[config.mk]
export PLATFORM = sky130hd
export DESIGN_NAME = cid_fragment_whitening_codec_unit
export DESIGN_NICKNAME = d
export VERILOG_FILES = /design/src/cfwc_pkg.sv /design/src/cfwc_ctrl.sv /design/src/cfwc_dpath.sv /design/src/cid_fragment_whitening_codec_unit.sv
export SDC_FILE = /design/constraint.sdc
export NUM_CORES = 1
export LEC_CHECK = 0
export BUFFER_PORTS_ARGS = -buffer_cell sky130_fd_sc_hd__buf_2
export CORE_ASPECT_RATIO = 1.25
export CORE_MARGIN = 2
export CORE_UTILIZATION = 35
export DETAILED_ROUTE_END_ITERATION = 8
export GPL_ROUTABILITY_DRIVEN = 0
export PLACE_DENSITY = 0.5
export SYNTH_ARGS = -nofsm -noshare
export SYNTH_HDL_FRONTEND = slang
export SYNTH_SLANG_ARGS = --single-unit
[constraint.sdc]
create_clock -name i_clk -period 23.1 [get_ports i_clk]
set_input_delay 4.62 -clock i_clk [delete_from_list [all_inputs] [get_ports i_clk]]
set_output_delay 4.62 -clock i_clk [all_outputs]
set_load 0.05 [all_outputs]
[src/cfwc_pkg.sv]
// ============================================================================
// cfwc_pkg: shared types and constants of the CID fragment whitening codec
// Keystream mixing constants, header layout, status codes and the
// controller-to-datapath command bundle.
// ============================================================================
package cfwc_pkg;

    localparam int unsigned POS_W      = 5;
    localparam int unsigned LEN_W      = POS_W + 1;
    localparam int unsigned MAX_ID_LEN = 20;
    localparam int unsigned HEADER_LEN = 8;

    // header positions inside the plaintext identifier
    localparam logic [POS_W-1:0] POS_INDEX  = 5'd5;
    localparam logic [POS_W-1:0] POS_TOTAL  = 5'd6;
    localparam logic [POS_W-1:0] POS_LENGTH = 5'd7;
    localparam logic [POS_W-1:0] POS_MAX    = 5'd31;

    // keystream mix constants
    localparam logic [31:0] KS_BASE  = 32'h9E3779B9;
    localparam logic [31:0] KS_STEP  = 32'h045D9F3B;
    localparam logic [31:0] KS_MUL_A = 32'h7FEB352D;
    localparam logic [31:0] KS_MUL_B = 32'h846CA68B;

    // end-of-identifier status codes
    localparam logic [1:0] ST_OK       = 2'd0;
    localparam logic [1:0] ST_BAD_LEN  = 2'd1;
    localparam logic [1:0] ST_BAD_FRAG = 2'd2;
    localparam logic [1:0] ST_TOO_LONG = 2'd3;

    typedef struct packed {
        logic load;   // take a new input beat
        logic mul;    // first mix multiply
        logic fin;    // second mix multiply, load output register
    } t_cmd;

    // position scaled by the step constant, narrow operand times constant
    function automatic logic [31:0] pos_scale(input logic [POS_W-1:0] pos);
        logic [31:0] prod;
        prod = 32'(pos) * KS_STEP;
        return prod;
    endfunction

endpackage

[src/cfwc_ctrl.sv]
// ============================================================================
// cfwc_ctrl: sequencing controller
// Steps each accepted beat through the multiply states S_MUL1 and S_MUL2 of the mix unit
// and owns the output valid flag.
// ============================================================================
module cfwc_ctrl (
    input  logic           i_clk,
    input  logic           i_rst_n,
    input  logic           i_valid,
    output logic           o_stall,
    output logic           o_valid,
    input  logic           i_stall,
    output cfwc_pkg::t_cmd o_cmd
);

    localparam logic [1:0] S_IDLE = 2'd0;
    localparam logic [1:0] S_MUL1 = 2'd1;
    localparam logic [1:0] S_MUL2 = 2'd2;

    logic [1:0] r_state, n_state;
    logic       r_out_vld, n_out_vld;
    logic       w_out_free;
    logic       w_fin;
    logic       w_in_rdy;
    logic       w_load;

    assign w_out_free = !r_out_vld || !i_stall;
    assign w_fin      = (r_state == S_MUL2) && w_out_free;
    // a new beat may enter while the finishing one moves to the output
    assign w_in_rdy   = (r_state == S_IDLE) || w_fin;
    assign w_load     = i_valid && w_in_rdy;

    always_comb begin
        n_state = r_state;
        unique case (r_state)
            S_IDLE: begin
                if (w_load) n_state = S_MUL1;
            end
            S_MUL1: begin
                n_state = S_MUL2;
            end
            S_MUL2: begin
                if (w_fin) n_state = w_load ? S_MUL1 : S_IDLE;
            end
            default: begin
                n_state = S_IDLE;
            end
        endcase
    end

    always_comb begin
        n_out_vld = r_out_vld;
        if (w_fin) begin
            n_out_vld = 1'b1;
        end else if (!i_stall) begin
            n_out_vld = 1'b0;
        end
    end

    always_ff @(posedge i_clk) begin
        if (!i_rst_n) begin
            r_state   <= S_IDLE;
            r_out_vld <= 1'b0;
        end else begin
            r_state   <= n_state;
            r_out_vld <= n_out_vld;
        end
    end

    assign o_stall    = !w_in_rdy;
    assign o_valid    = r_out_vld;
    assign o_cmd.load = w_load;
    assign o_cmd.mul  = (r_state == S_MUL1);
    assign o_cmd.fin  = w_fin;

endmodule

[src/cfwc_dpath.sv]
// ============================================================================
// cfwc_dpath: whitening datapath
// Identifier state, keystream mix unit, header capture, status check and
// the output register.
// ============================================================================
module cfwc_dpath (
    input  logic                         i_clk,
    input  logic                         i_rst_n,
    input  cfwc_pkg::t_cmd               i_cmd,
    input  logic                         i_cfg_we,
    input  logic [7:0]                   i_cfg_data,
    input  logic                         i_func,
    input  logic [7:0]                   i_data_byte,
    input  logic [7:0]                   i_nonce_in,
    input  logic                         i_last_byte,
    output logic [7:0]                   o_out_byte,
    output logic [cfwc_pkg::POS_W-1:0]   o_byte_pos,
    output logic                         o_end_flag,
    output logic [1:0]                   o_status
);

    localparam int unsigned PW = cfwc_pkg::POS_W;
    localparam int unsigned LW = cfwc_pkg::LEN_W;

    // identifier state
    logic [7:0]    r_marker;
    logic          r_mode;
    logic [7:0]    r_nonce, n_nonce;
    logic [PW-1:0] r_pos_cnt, n_pos_cnt;
    logic [7:0]    r_index, n_index;
    logic [7:0]    r_total, n_total;
    logic [7:0]    r_length, n_length;

    // beat in flight
    logic [PW-1:0] r_it_pos;
    logic [7:0]    r_it_data;
    logic          r_it_last;
    logic [31:0]   r_x;

    // output register
    logic [7:0]    r_out_byte;
    logic [PW-1:0] r_out_pos;
    logic          r_out_end;
    logic [1:0]    r_out_status;

    logic          w_first;
    logic [31:0]   w_seed;
    logic [31:0]   w_m1;
    logic [31:0]   w_m2;
    logic [31:0]   w_y;
    logic [7:0]    w_ks;
    logic          w_zero;
    logic [7:0]    w_plain;
    logic [7:0]    w_res;
    logic [LW-1:0] w_len;
    logic [LW-1:0] w_min_len;
    logic [1:0]    w_status;

    // ---------------- accept: state update and mix seed ----------------
    assign w_first = (r_pos_cnt == '0);
    assign w_seed  = {r_nonce, 24'd0} ^ (cfwc_pkg::KS_BASE + cfwc_pkg::pos_scale(r_pos_cnt));

    always_comb begin
        n_nonce = r_nonce;
        if (w_first) begin
            n_nonce = i_func ? (i_data_byte ^ r_marker) : i_nonce_in;
        end
        if (i_last_byte) begin
            n_pos_cnt = '0;
        end else if (r_pos_cnt != cfwc_pkg::POS_MAX) begin
            n_pos_cnt = r_pos_cnt + PW'(1);
        end else begin
            n_pos_cnt = r_pos_cnt;
        end
    end

    // ---------------- mix multiplies ----------------
    assign w_m1 = r_x * cfwc_pkg::KS_MUL_A;
    assign w_m2 = r_x * cfwc_pkg::KS_MUL_B;
    assign w_y  = w_m2 ^ (w_m2 >> 16);
    assign w_ks = w_y[7:0];

    // ---------------- finish: result, header capture, status ----------------
    always_comb begin
        w_zero  = (r_it_pos >= PW'(cfwc_pkg::HEADER_LEN)) &&
                  ({3'd0, r_it_pos - PW'(cfwc_pkg::HEADER_LEN)} >= r_length);
        if (r_mode) begin
            w_plain = r_it_data ^ w_ks;
            w_res   = w_plain;
        end else begin
            w_plain = w_zero ? 8'd0 : r_it_data;
            w_res   = w_plain ^ w_ks;
        end
        if (r_it_pos == '0) w_res = r_it_data;

        n_index  = r_index;
        n_total  = r_total;
        n_length = r_length;
        if (r_it_pos == '0) begin
            n_index  = 8'd0;
            n_total  = 8'd0;
            n_length = 8'd0;
        end else if (r_it_pos == cfwc_pkg::POS_INDEX) begin
            n_index = w_plain;
        end else if (r_it_pos == cfwc_pkg::POS_TOTAL) begin
            n_total = w_plain;
        end else if (r_it_pos == cfwc_pkg::POS_LENGTH) begin
            n_length = w_plain;
        end
    end

    always_comb begin
        w_len     = {1'b0, r_it_pos} + LW'(1);
        w_min_len = r_mode ? LW'(cfwc_pkg::HEADER_LEN) : LW'(cfwc_pkg::HEADER_LEN + 1);
        w_status  = cfwc_pkg::ST_OK;
        if (r_it_last) begin
            if ((w_len < w_min_len) || (w_len > LW'(cfwc_pkg::MAX_ID_LEN))) begin
                w_status = cfwc_pkg::ST_BAD_LEN;
            end else if ((n_total == 8'd0) || (n_index >= n_total)) begin
                w_status = cfwc_pkg::ST_BAD_FRAG;
            end else if (n_length > {2'd0, w_len - LW'(cfwc_pkg::HEADER_LEN)}) begin
                w_status = cfwc_pkg::ST_TOO_LONG;
            end
        end
    end

    // ---------------- registers ----------------
    always_ff @(posedge i_clk) begin
        if (!i_rst_n) begin
            r_marker  <= 8'd0;
            r_mode    <= 1'b0;
            r_nonce   <= 8'd0;
            r_pos_cnt <= '0;
            r_index   <= 8'd0;
            r_total   <= 8'd0;
            r_length  <= 8'd0;
        end else begin
            if (i_cfg_we) r_marker <= i_cfg_data;
            if (i_cmd.load) begin
                if (w_first) r_mode <= i_func;
                r_nonce   <= n_nonce;
                r_pos_cnt <= n_pos_cnt;
            end
            if (i_cmd.fin) begin
                r_index  <= n_index;
                r_total  <= n_total;
                r_length <= n_length;
            end
        end
    end

    always_ff @(posedge i_clk) begin
        if (i_cmd.load) begin
            r_it_pos  <= r_pos_cnt;
            r_it_last <= i_last_byte;
            r_x       <= w_seed ^ (w_seed >> 16);
            // byte 0 carries its finished value straight through
            if (w_first) begin
                r_it_data <= i_func ? r_marker : (i_nonce_in ^ r_marker);
            end else begin
                r_it_data <= i_data_byte;
            end
        end else if (i_cmd.mul) begin
            r_x <= w_m1 ^ (w_m1 >> 15);
        end
        if (i_cmd.fin) begin
            r_out_byte   <= w_res;
            r_out_pos    <= r_it_pos;
            r_out_end    <= r_it_last;
            r_out_status <= w_status;
        end
    end

    assign o_out_byte = r_out_byte;
    assign o_byte_pos = r_out_pos;
    assign o_end_flag = r_out_end;
    assign o_status   = r_out_status;

endmodule

[src/cid_fragment_whitening_codec_unit.sv]
// Sequencing: an accepted beat loads the mix seed; S_MUL1 and S_MUL2 then run the
//   two chained 32-bit constant multiplies of the keystream mix unit, and S_MUL2 loads
//   the output register; the next beat enters as one finishes.
// A stalled output register holds the finished beat and the unit waits.
// Reset: synchronous, active low on i_rst_n; clears the sequencer, the marker
//   register and all identifier state, so the next beat is byte 0.
// ============================================================================
// cid_fragment_whitening_codec_unit: CID fragment whitening codec, top level
// Whitens or unwhitens connection identifier bytes one beat at a time and
// reports length and header faults on the last byte.
// ============================================================================
module cid_fragment_whitening_codec_unit (
    input  logic                       i_clk,
    input  logic                       i_rst_n,
    input  logic                       i_cfg_valid,
    output logic                       o_cfg_ready,
    input  logic [7:0]                 i_cfg_data,
    input  logic                       i_valid,
    output logic                       o_stall,
    input  logic                       i_func,
    input  logic [7:0]                 i_data_byte,
    input  logic [7:0]                 i_nonce_in,
    input  logic                       i_last_byte,
    output logic                       o_valid,
    input  logic                       i_stall,
    output logic [7:0]                 o_out_byte,
    output logic [cfwc_pkg::POS_W-1:0] o_byte_pos,
    output logic                       o_end_flag,
    output logic [1:0]                 o_status
);

    cfwc_pkg::t_cmd w_cmd;

    assign o_cfg_ready = 1'b1;

    cfwc_ctrl u_ctrl (
        .i_clk   (i_clk),
        .i_rst_n (i_rst_n),
        .i_valid (i_valid),
        .o_stall (o_stall),
        .o_valid (o_valid),
        .i_stall (i_stall),
        .o_cmd   (w_cmd)
    );

    cfwc_dpath u_dpath (
        .i_clk       (i_clk),
        .i_rst_n     (i_rst_n),
        .i_cmd       (w_cmd),
        .i_cfg_we    (i_cfg_valid),
        .i_cfg_data  (i_cfg_data),
        .i_func      (i_func),
        .i_data_byte (i_data_byte),
        .i_nonce_in  (i_nonce_in),
        .i_last_byte (i_last_byte),
        .o_out_byte  (o_out_byte),
        .o_byte_pos  (o_byte_pos),
        .o_end_flag  (o_end_flag),
        .o_status    (o_status)
    );

endmodule

* Yosys cells after proc, flatten, opt, wreduce, memory -nomap -nowiden
Cells that the tools add are included.
Word-level totals: register bits 111, input bits 31, output and inout port bits 19, word-level logic and storage cells 100
Cells by class: add/subtract/negate cells 5, multipliers 3, order comparisons 6, eq/ne operators 9, muxes and demuxes 30, bitwise operators 9, reduce and logical (&&, ||, !) cells 20
Operator list (number):
- $mux W8 | 16
- $mux W32 | 2
- $xor A8 B8 Y8 | 5
- $add A32 B32 Y32 const A | 1
- $mul A32 B31 Y32 const B | 1
- $mul A32 B32 Y24 const B | 1
- $mul A5 B27 Y32 const B | 1
- $xor A32 B16 Y32 | 1
- $xor A32 B17 Y32 | 1
- $xor A32 B32 Y32 | 1
- $eq A5 B3 Y1 const B | 3
- $logic_not A5 Y1 | 2
- $mux W5 | 2
- $ge A5 B8 Y1 | 1
- $ge A8 B8 Y1 | 1
- $gt A8 B6 Y1 | 1
- $logic_not A8 Y1 | 1
- $mux W2 | 4
- $add A5 B1 Y6 const B | 1
- $gt A6 B5 Y1 const B | 1
- $lt A6 B6 Y1 | 1
- $ne A2 B1 Y1 const B | 3
- $pmux W2 S3 | 1
- $reduce_and A2 Y1 | 3
- 15 further kinds | 27

* Longest topological paths before layout
Gate-level depths: netlist (run 1).
depth in word-level cells 13, depth in mapped cells 32, gate-level depth less buffers 32

* Cells and area by module
From an unflattened synthesis (run 1), not the netlist that was laid out.
Second synthesis, totals: cell total of the unflattened synthesis 2379, area total of the unflattened synthesis 22565.4 µm²
By module, submodules not included:
- cfwc_dpath | times used 1, cells an instance 2360, area an instance 22394.0 µm², sequential area each 2782.7 µm²
- cfwc_ctrl | times used 1, cells an instance 17, area an instance 160.2 µm², sequential area each 60.1 µm²
- cid_fragment_whitening_codec_unit | times used 1, cells an instance 2, area an instance 11.3 µm², sequential area each 0.0 µm²

* Worst setup path after synthesis (run 1)
Ideal clock, no wire load.
kind input port to output port, from in i_stall, to out o_stall, data arrival time 5071 ps, required time 18480 ps, setup slack 13409 ps, cell stages on the path 2, path buffers 0, cells stage by stage a31oi_1 inv_1
On the way: cells in the longest elaborated chain, start to end 5
RTL lines:
- start: declaration | RTL line cid_fragment_whitening_codec_unit.sv:25 | input logic i_stall,
- $logic_not A1 Y1 | RTL line cfwc_ctrl.sv:27 | assign w_out_free = !r_out_vld || !i_stall;
- $logic_or A1 B1 Y1 | RTL line cfwc_ctrl.sv:27
- $logic_and A1 B1 Y1 | RTL line cfwc_ctrl.sv:28 | assign w_fin = (r_state == S_MUL2) && w_out_free;
- $logic_or A1 B1 Y1 | RTL line cfwc_ctrl.sv:30 | assign w_in_rdy = (r_state == S_IDLE) || w_fin;
- $logic_not A1 Y1 | RTL line cfwc_ctrl.sv:70 | assign o_stall = !w_in_rdy;
- end: declaration | RTL line cid_fragment_whitening_codec_unit.sv:19 | output logic o_stall,
No other way between the ends.

* Worst setup path after layout (run 1)
Same ends and word-level chain as after synthesis.

==> impl_metrics.toml, run 1 <==
[detailed_routing]
wirelength_microns = 62300
dr.pass1.iters = 5
routed-wl-met2_microns = 32000
via_per_inst = 4.81
met1_length_microns = 26000
wl_met3_microns = 1840
via_count = 15728
post_drt_wl_per_cell_microns = 19.1
detail-route-antenna-nets = 0
drc = 0
highest_routed_metal_layer = "met4"
dr.first_iter.drc_count = 733

[global_route]
pin_count_of_the_biggest_net_entering_global_routing = 50
grt_first_pass_wirelength_microns = 97500
groute.usage.overall = 0.194
overflow = 0
vias_in_the_first_global_route = 17046
antenna_violations_before_repair = 0

[cts]
root_buffer_master = "sky130_fd_sc_hd__clkbuf_16"
cts.sink_count = 111
cts.repair.resized = 0
clkTransAtPathRegs_ns = 0.08
post-cts-setup-buffers = 0
htree_num_levels = 3
tritoncts_clock_tree = "built"
clk_latency_ns = 0.37
holdBufCountCts = 0
clock_path_buffers = 2
numCtsBuffers = 9

[floorplanning]
rows = 103
fp.dieArea_sq_um = 65900
initial_core_util = 0.354
boundaryPins = 50
die-width_microns = 230
fp.dieH_microns = 286
floorplan.core_area_sq_um = 63100

[synthesis]
asyncSetResetFlopFracSynth = 0
synth_warnings = 0
yosys_most_used_dff = "sky130_fd_sc_hd__edfxtp_1"
post_synth_main_area_contributors = "sky130_fd_sc_hd__fa_1, sky130_fd_sc_hd__ha_1, sky130_fd_sc_hd__inv_1"
synthesis.area_per_instance_sq_um = 9.39
synth.lib_cells_used.distinct = 71
ys_seq_area_frac = 0.127
netlist_instances = 2378
syn-num-nets = 3106
synth_largest_area_cell = "sky130_fd_sc_hd__fa_1"
yosysTopAreaCellShare = 0.279
mappedNetlistArea_sq_um = 22300
synth-edff-count = 62
synth.ff_latch_count = 111

[sta]
clock_skew_ns = 0.0125
final.min_clock_period_ns = 9.88
timing_worst_slew_pin_value_ns = 0.846
timing.slew.headroom = 0.436
achievable-frequency_ghz = 0.101
setup_violating_endpoint_count_in_the_final_report = 0
grt_setup_unrepaired = "false"
layout_worst_path_cycle_share = 0.428
fin_tns_setup_ns = 0
slew_viol_final = 0
final_hold_viol_count = 0

[cells_and_area]
fillerInstances = 6499
antenna_cells = 0
drive_gt1_frac = 0.0527
design.final.nets = 3151
flow.area_growth_from_synthesis_pct = 7.32

[worst_setup_path]
cp.required_ns = 18.48
timing_worst_setup_path_type = "in -> out"
cp-end-kind = "primary output"
critPathArrivalTime_ns = 5.26
startpoint_type = "input port"
critical_path_peak_fanout = 3

[worst_hold_path]
min_path_type = "reg -> reg"

[placed_design]
dp.final_hpwl_microns = 52900
port_buffers = 48

[status]
outcome = "finished, final reports clean"

[run]
cap_violations = 0
-- Yosys cell counts (7+ instances only) --
cell type                  instances
sky130_fd_sc_hd__inv_1           612
sky130_fd_sc_hd__ha_1            386
sky130_fd_sc_hd__fa_1            311
sky130_fd_sc_hd__xnor2_1         151
sky130_fd_sc_hd__nand2_1         119
sky130_fd_sc_hd__a21oi_1          87
sky130_fd_sc_hd__o21ai_0          81
sky130_fd_sc_hd__nor2_1           71
sky130_fd_sc_hd__edfxtp_1         62
sky130_fd_sc_hd__dfxtp_1          49
sky130_fd_sc_hd__nor2b_1          38
sky130_fd_sc_hd__xor2_1           37
sky130_fd_sc_hd__clkbuf_1         33
sky130_fd_sc_hd__nand3_1          30
sky130_fd_sc_hd__a21o_1           24
sky130_fd_sc_hd__mux2i_1          24
sky130_fd_sc_hd__a211oi_1         23
sky130_fd_sc_hd__nor3_1           21
sky130_fd_sc_hd__o21a_1           20
sky130_fd_sc_hd__a21boi_0         17
sky130_fd_sc_hd__and2_1           17
sky130_fd_sc_hd__o211ai_1         16
sky130_fd_sc_hd__nand2b_1         15
sky130_fd_sc_hd__or2_2            14
sky130_fd_sc_hd__nand4_1           9
sky130_fd_sc_hd__o31ai_1           9
sky130_fd_sc_hd__and3_1            8
sky130_fd_sc_hd__or3_1             8
sky130_fd_sc_hd__a31oi_1           7
sky130_fd_sc_hd__mux2_2            7
sky130_fd_sc_hd__o21bai_1          7
-- per-stage QoR --
step / instance area, sq um / util / setup WS (ns) / hold WS, ns / cells
3_5_place_dp: 23700 / 0.375 / 13.22 / 0.450 / 3252
6_report: 24000 / 0.380 / 13.22 / 0.457 / 3268
4_1_cts: 24000 / 0.380 / 13.21 / 0.462 / 3268
5_1_grt: 24000 / 0.380 / 13.16 / 0.495 / 3268
2_1_floorplan: 22300 / - / 13.41 / 0.435 / 2378
3_3_place_gp: 23700 / 0.375 / 13.21 / 0.444 / 3252
-- critical path: stages --
cell and delay [ns]:
sky130_fd_sc_hd__buf_2 0.10, sky130_fd_sc_hd__a31oi_1 0.24, sky130_fd_sc_hd__inv_1 0.08, sky130_fd_sc_hd__buf_2 0.22
-- layer usage --
| metal | vias up | global-route usage |
|---|---|---|
| met2 | 287 | 0.355 |
| li1 | 7618 | - |
| met1 | 7731 | 0.235 |
| met5 | - | 0 |
| met3 | 92 | 0.0170 |
| met4 | 0 | 0.0768 |
-- flip-flops by register name (all words and copies together) (netlist names) --
signal              flops
u_dpath.o_status        2
u_dpath.r_it_pos        5
u_dpath.r_index         8
u_dpath.o_byte_pos      5
u_dpath.r_pos_cnt       5
u_dpath.r_marker        8
u_dpath.r_length        8
u_dpath.r_mode          1
u_ctrl.o_valid          1
u_dpath.r_total         8
u_ctrl.r_state          2
u_dpath.r_it_data       8
u_dpath.r_x            32
u_dpath.o_end_flag      1
u_dpath.r_nonce         8
u_dpath.o_out_byte      8
u_dpath.r_it_last       1
-- cells by family (layout without fill, tap and decap cells) --
kind of cell | count (synthesis) | count (layout) | share of synthesized area
compound gates | 328 | 328 | 0.0948
xor+xnor | 193 | 193 | 0.0789
fa+ha+maj | 697 | 697 | 0.495
buf+inv | 652 | 702 | 0.110
flops | 111 | 111 | 0.127
mux | 32 | 32 | 0.0150
other cells | 1 | 1 | 0.000168
simple gates | 364 | 364 | 0.0791
-- cells in the final DEF (no fill, tap or decap), types with 4 or more instances in the layout --
cell / count
sky130_fd_sc_hd__or2_2: 14
sky130_fd_sc_hd__o31ai_1: 8
sky130_fd_sc_hd__ha_1: 386
sky130_fd_sc_hd__nand2_1: 119
sky130_fd_sc_hd__mux2_2: 7
sky130_fd_sc_hd__xor2_1: 37
sky130_fd_sc_hd__and2_1: 17
sky130_fd_sc_hd__and3_1: 8
sky130_fd_sc_hd__a31oi_1: 7
sky130_fd_sc_hd__a21boi_0: 17
sky130_fd_sc_hd__a211oi_1: 23
sky130_fd_sc_hd__nor3_1: 21
sky130_fd_sc_hd__o22ai_1: 4
sky130_fd_sc_hd__edfxtp_1: 62
sky130_fd_sc_hd__o21a_1: 20
sky130_fd_sc_hd__o211ai_1: 16
sky130_fd_sc_hd__nand4_1: 9
sky130_fd_sc_hd__xnor2_1: 151
sky130_fd_sc_hd__o21ai_1: 4
sky130_fd_sc_hd__a21o_1: 24
sky130_fd_sc_hd__dfxtp_1: 49
sky130_fd_sc_hd__buf_2: 48
sky130_fd_sc_hd__buf_4: 24
sky130_fd_sc_hd__a21oi_1: 87
sky130_fd_sc_hd__or3_1: 8
sky130_fd_sc_hd__o21bai_1: 7
sky130_fd_sc_hd__nand2b_1: 15
sky130_fd_sc_hd__mux2i_1: 24
sky130_fd_sc_hd__clkbuf_16: 9
sky130_fd_sc_hd__o21ai_0: 80
sky130_fd_sc_hd__nor2_1: 71
sky130_fd_sc_hd__inv_1: 612
sky130_fd_sc_hd__nor2b_1: 38
sky130_fd_sc_hd__nand3_1: 30
sky130_fd_sc_hd__fa_1: 311
-- cell type report --
type	count	area, sq um	area share
clock buffers	11	236	0.00987
clock inverters	5	51.3	0.00214
inverters	614	2300	0.0962
multi-input cells	1615	17100	0.712
flip-flops and latches	111	2840	0.119
well taps	840	1050	0.0438
repair buffers	72	420	0.0175
-- worst paths after layout --
check	endpoint	slack (ns)	start	cells past startpoint
setup / recovery	o_stall	13.22	i_stall	4
hold / removal	u_dpath.r_index[4]	0.46	u_dpath.r_index[4]	2
setup reg to reg	u_dpath.o_status[0]	14.31	u_dpath.r_x[14]	30
hold reg to reg	u_dpath.r_index[4]	0.46	u_dpath.r_index[4]	2
Power of run 1 is left out: the tool's default activity adds up to more than one toggle a clock period on the data nets, which glitch-free logic cannot reach.
==> run 2: changes to the inputs <==
Clock period 23.1 ns to 10 ns, I/O delays scaled along.
==> run 2 against run 1 <==
Compared with the run above: clock-buffer cell count is 1 higher; die area stayed put; final cell count is 0.21% lower; flip-flop and latch count stayed put; register-to-register slack worse by 13 ns; setup slack worse by 12 ns; critical path type is now reg -> reg.
==> impl_metrics.toml, run 2 (synthesis gave the netlist of run 1 again) <==
[status]
outcome = "finished, final reports clean"

[cts]
cts.repair.resized = 0
htree_num_levels = 3
holdBufCountCts = 0
clock_path_buffers = 2
post-cts-setup-buffers = 0
clkTransAtPathRegs_ns = 0.09
cts.sink_count = 111
root_buffer_master = "sky130_fd_sc_hd__clkbuf_16"
tritoncts_clock_tree = "built"
clk_latency_ns = 0.39
numCtsBuffers = 9

[floorplanning]
die-width_microns = 230
fp.dieArea_sq_um = 65900
floorplan.core_area_sq_um = 63100
fp.dieH_microns = 286
boundaryPins = 50
initial_core_util = 0.354
rows = 103

[sta]
timing.final.ws_setup_ns = 1.39
clock_skew_ns = 0.0171
final_hold_viol_count = 0
timing.slew.headroom = 0.283
slew_viol_final = 0
achievable-frequency_ghz = 0.116
timing_worst_slew_pin_value_ns = 1.08
grt_setup_unrepaired = "false"
setup_violating_endpoint_count_in_the_final_report = 0
final.min_clock_period_ns = 8.61
fin_tns_setup_ns = 0
layout_worst_path_cycle_share = 0.861

[cells_and_area]
most_frequent_standard_cell_in_the_layout_excluding_fill_and_tap_cells = "sky130_fd_sc_hd__inv_1"
antenna_cells = 0
finish.utilization = 0.379
flow.area_growth_from_synthesis_pct = 7.20
final_area_sq_um = 23900
largest_register_ffs = 32
drive_gt1_frac = 0.0500
commonest_non_fill_non_tap_cells_in_the_layout = "sky130_fd_sc_hd__inv_1, sky130_fd_sc_hd__ha_1, sky130_fd_sc_hd__fa_1"
registers.top_by_ff_count = "u_dpath.r_x"
design.final.nets = 3144

[worst_setup_path]
cp.required_ns = 10.14
startpoint_type = "flop"
timing_worst_setup_path_type = "reg -> reg"
worstPathBufferInverterCount = 3
critical_path_peak_fanout = 18
longest_individual_stage_delay_on_the_worst_path_ns = 1.06
critical-path-slowest-cell = "sky130_fd_sc_hd__edfxtp_1"
critPathArrivalTime_ns = 8.75
cp-end-kind = "flop"
most_used_cell_along_the_critical_path = "sky130_fd_sc_hd__fa_1"
cp_top_family = "adder cells"

[detailed_routing]
via_count = 15769
post_drt_wl_per_cell_microns = 19.7
dr.pass1.iters = 5
dr.first_iter.drc_count = 737
drc = 0
detail-route-antenna-nets = 0
via_per_inst = 4.84
wirelength_microns = 64200

[global_route]
grt_first_pass_wirelength_microns = 100000
overflow = 0
pin_count_of_the_biggest_net_entering_global_routing = 50
groute.usage.overall = 0.200
antenna_violations_before_repair = 0
vias_in_the_first_global_route = 16888

[worst_hold_path]
min_path_type = "reg -> reg"

[run]
cap_violations = 0

[placed_design]
dp.final_hpwl_microns = 55300
place_ws_ns = 1.52
port_buffers = 48
standard_cell_area_after_detailed_placement_sq_um = 23600
run 2: final cells by class:
class	instances	area, sq um
Clock buffer	12	268
Tap cell	840	1050
Sequential cell	111	2840
Timing Repair Buffer	65	368
Fill cell	6478	39200
Clock inverter	4	47.5
Multi-Input combinational cell	1615	17100
Inverter	614	2300
run 2: metrics by stage:
step,instances,hold WS [ns]
6_report,3261,0.460
5_1_grt,3261,0.482
4_1_cts,3261,0.458
3_5_place_dp,3245,0.445
3_3_place_gp,3245,0.449
2_1_floorplan,2378,0.435
run 2: final timing paths:
check                     startpoint  slack [ns]  depth (start not counted)                   to
setup / recovery      u_dpath.r_x[5]        1.39                         29  u_dpath.o_status[0]
hold reg to reg   u_dpath.r_index[4]        0.46                          2   u_dpath.r_index[4]
hold / removal    u_dpath.r_index[4]        0.46                          2   u_dpath.r_index[4]
setup reg to reg      u_dpath.r_x[5]        1.39                         29  u_dpath.o_status[0]
run 2: tightest hold or removal path: stages, from the launching register on:
cell and delay, ns:
sky130_fd_sc_hd__dfxtp_1 0.32, sky130_fd_sc_hd__nand2_1 0.05, sky130_fd_sc_hd__a21boi_1 0.05
run 2: routing by layer:
| metal | up-vias | GRT usage | routed length (microns) |
|---|---|---|---|
| met3 | 89 | 0.0114 | 1460 |
| met4 | 0 | 0.0695 | 2220 |
| met5 | - | 0 | 0 |
| li1 | 7612 | - | - |
| met2 | 269 | 0.374 | 33900 |
| met1 | 7799 | 0.243 | 26600 |
Power of run 2 is left out for the same reason.
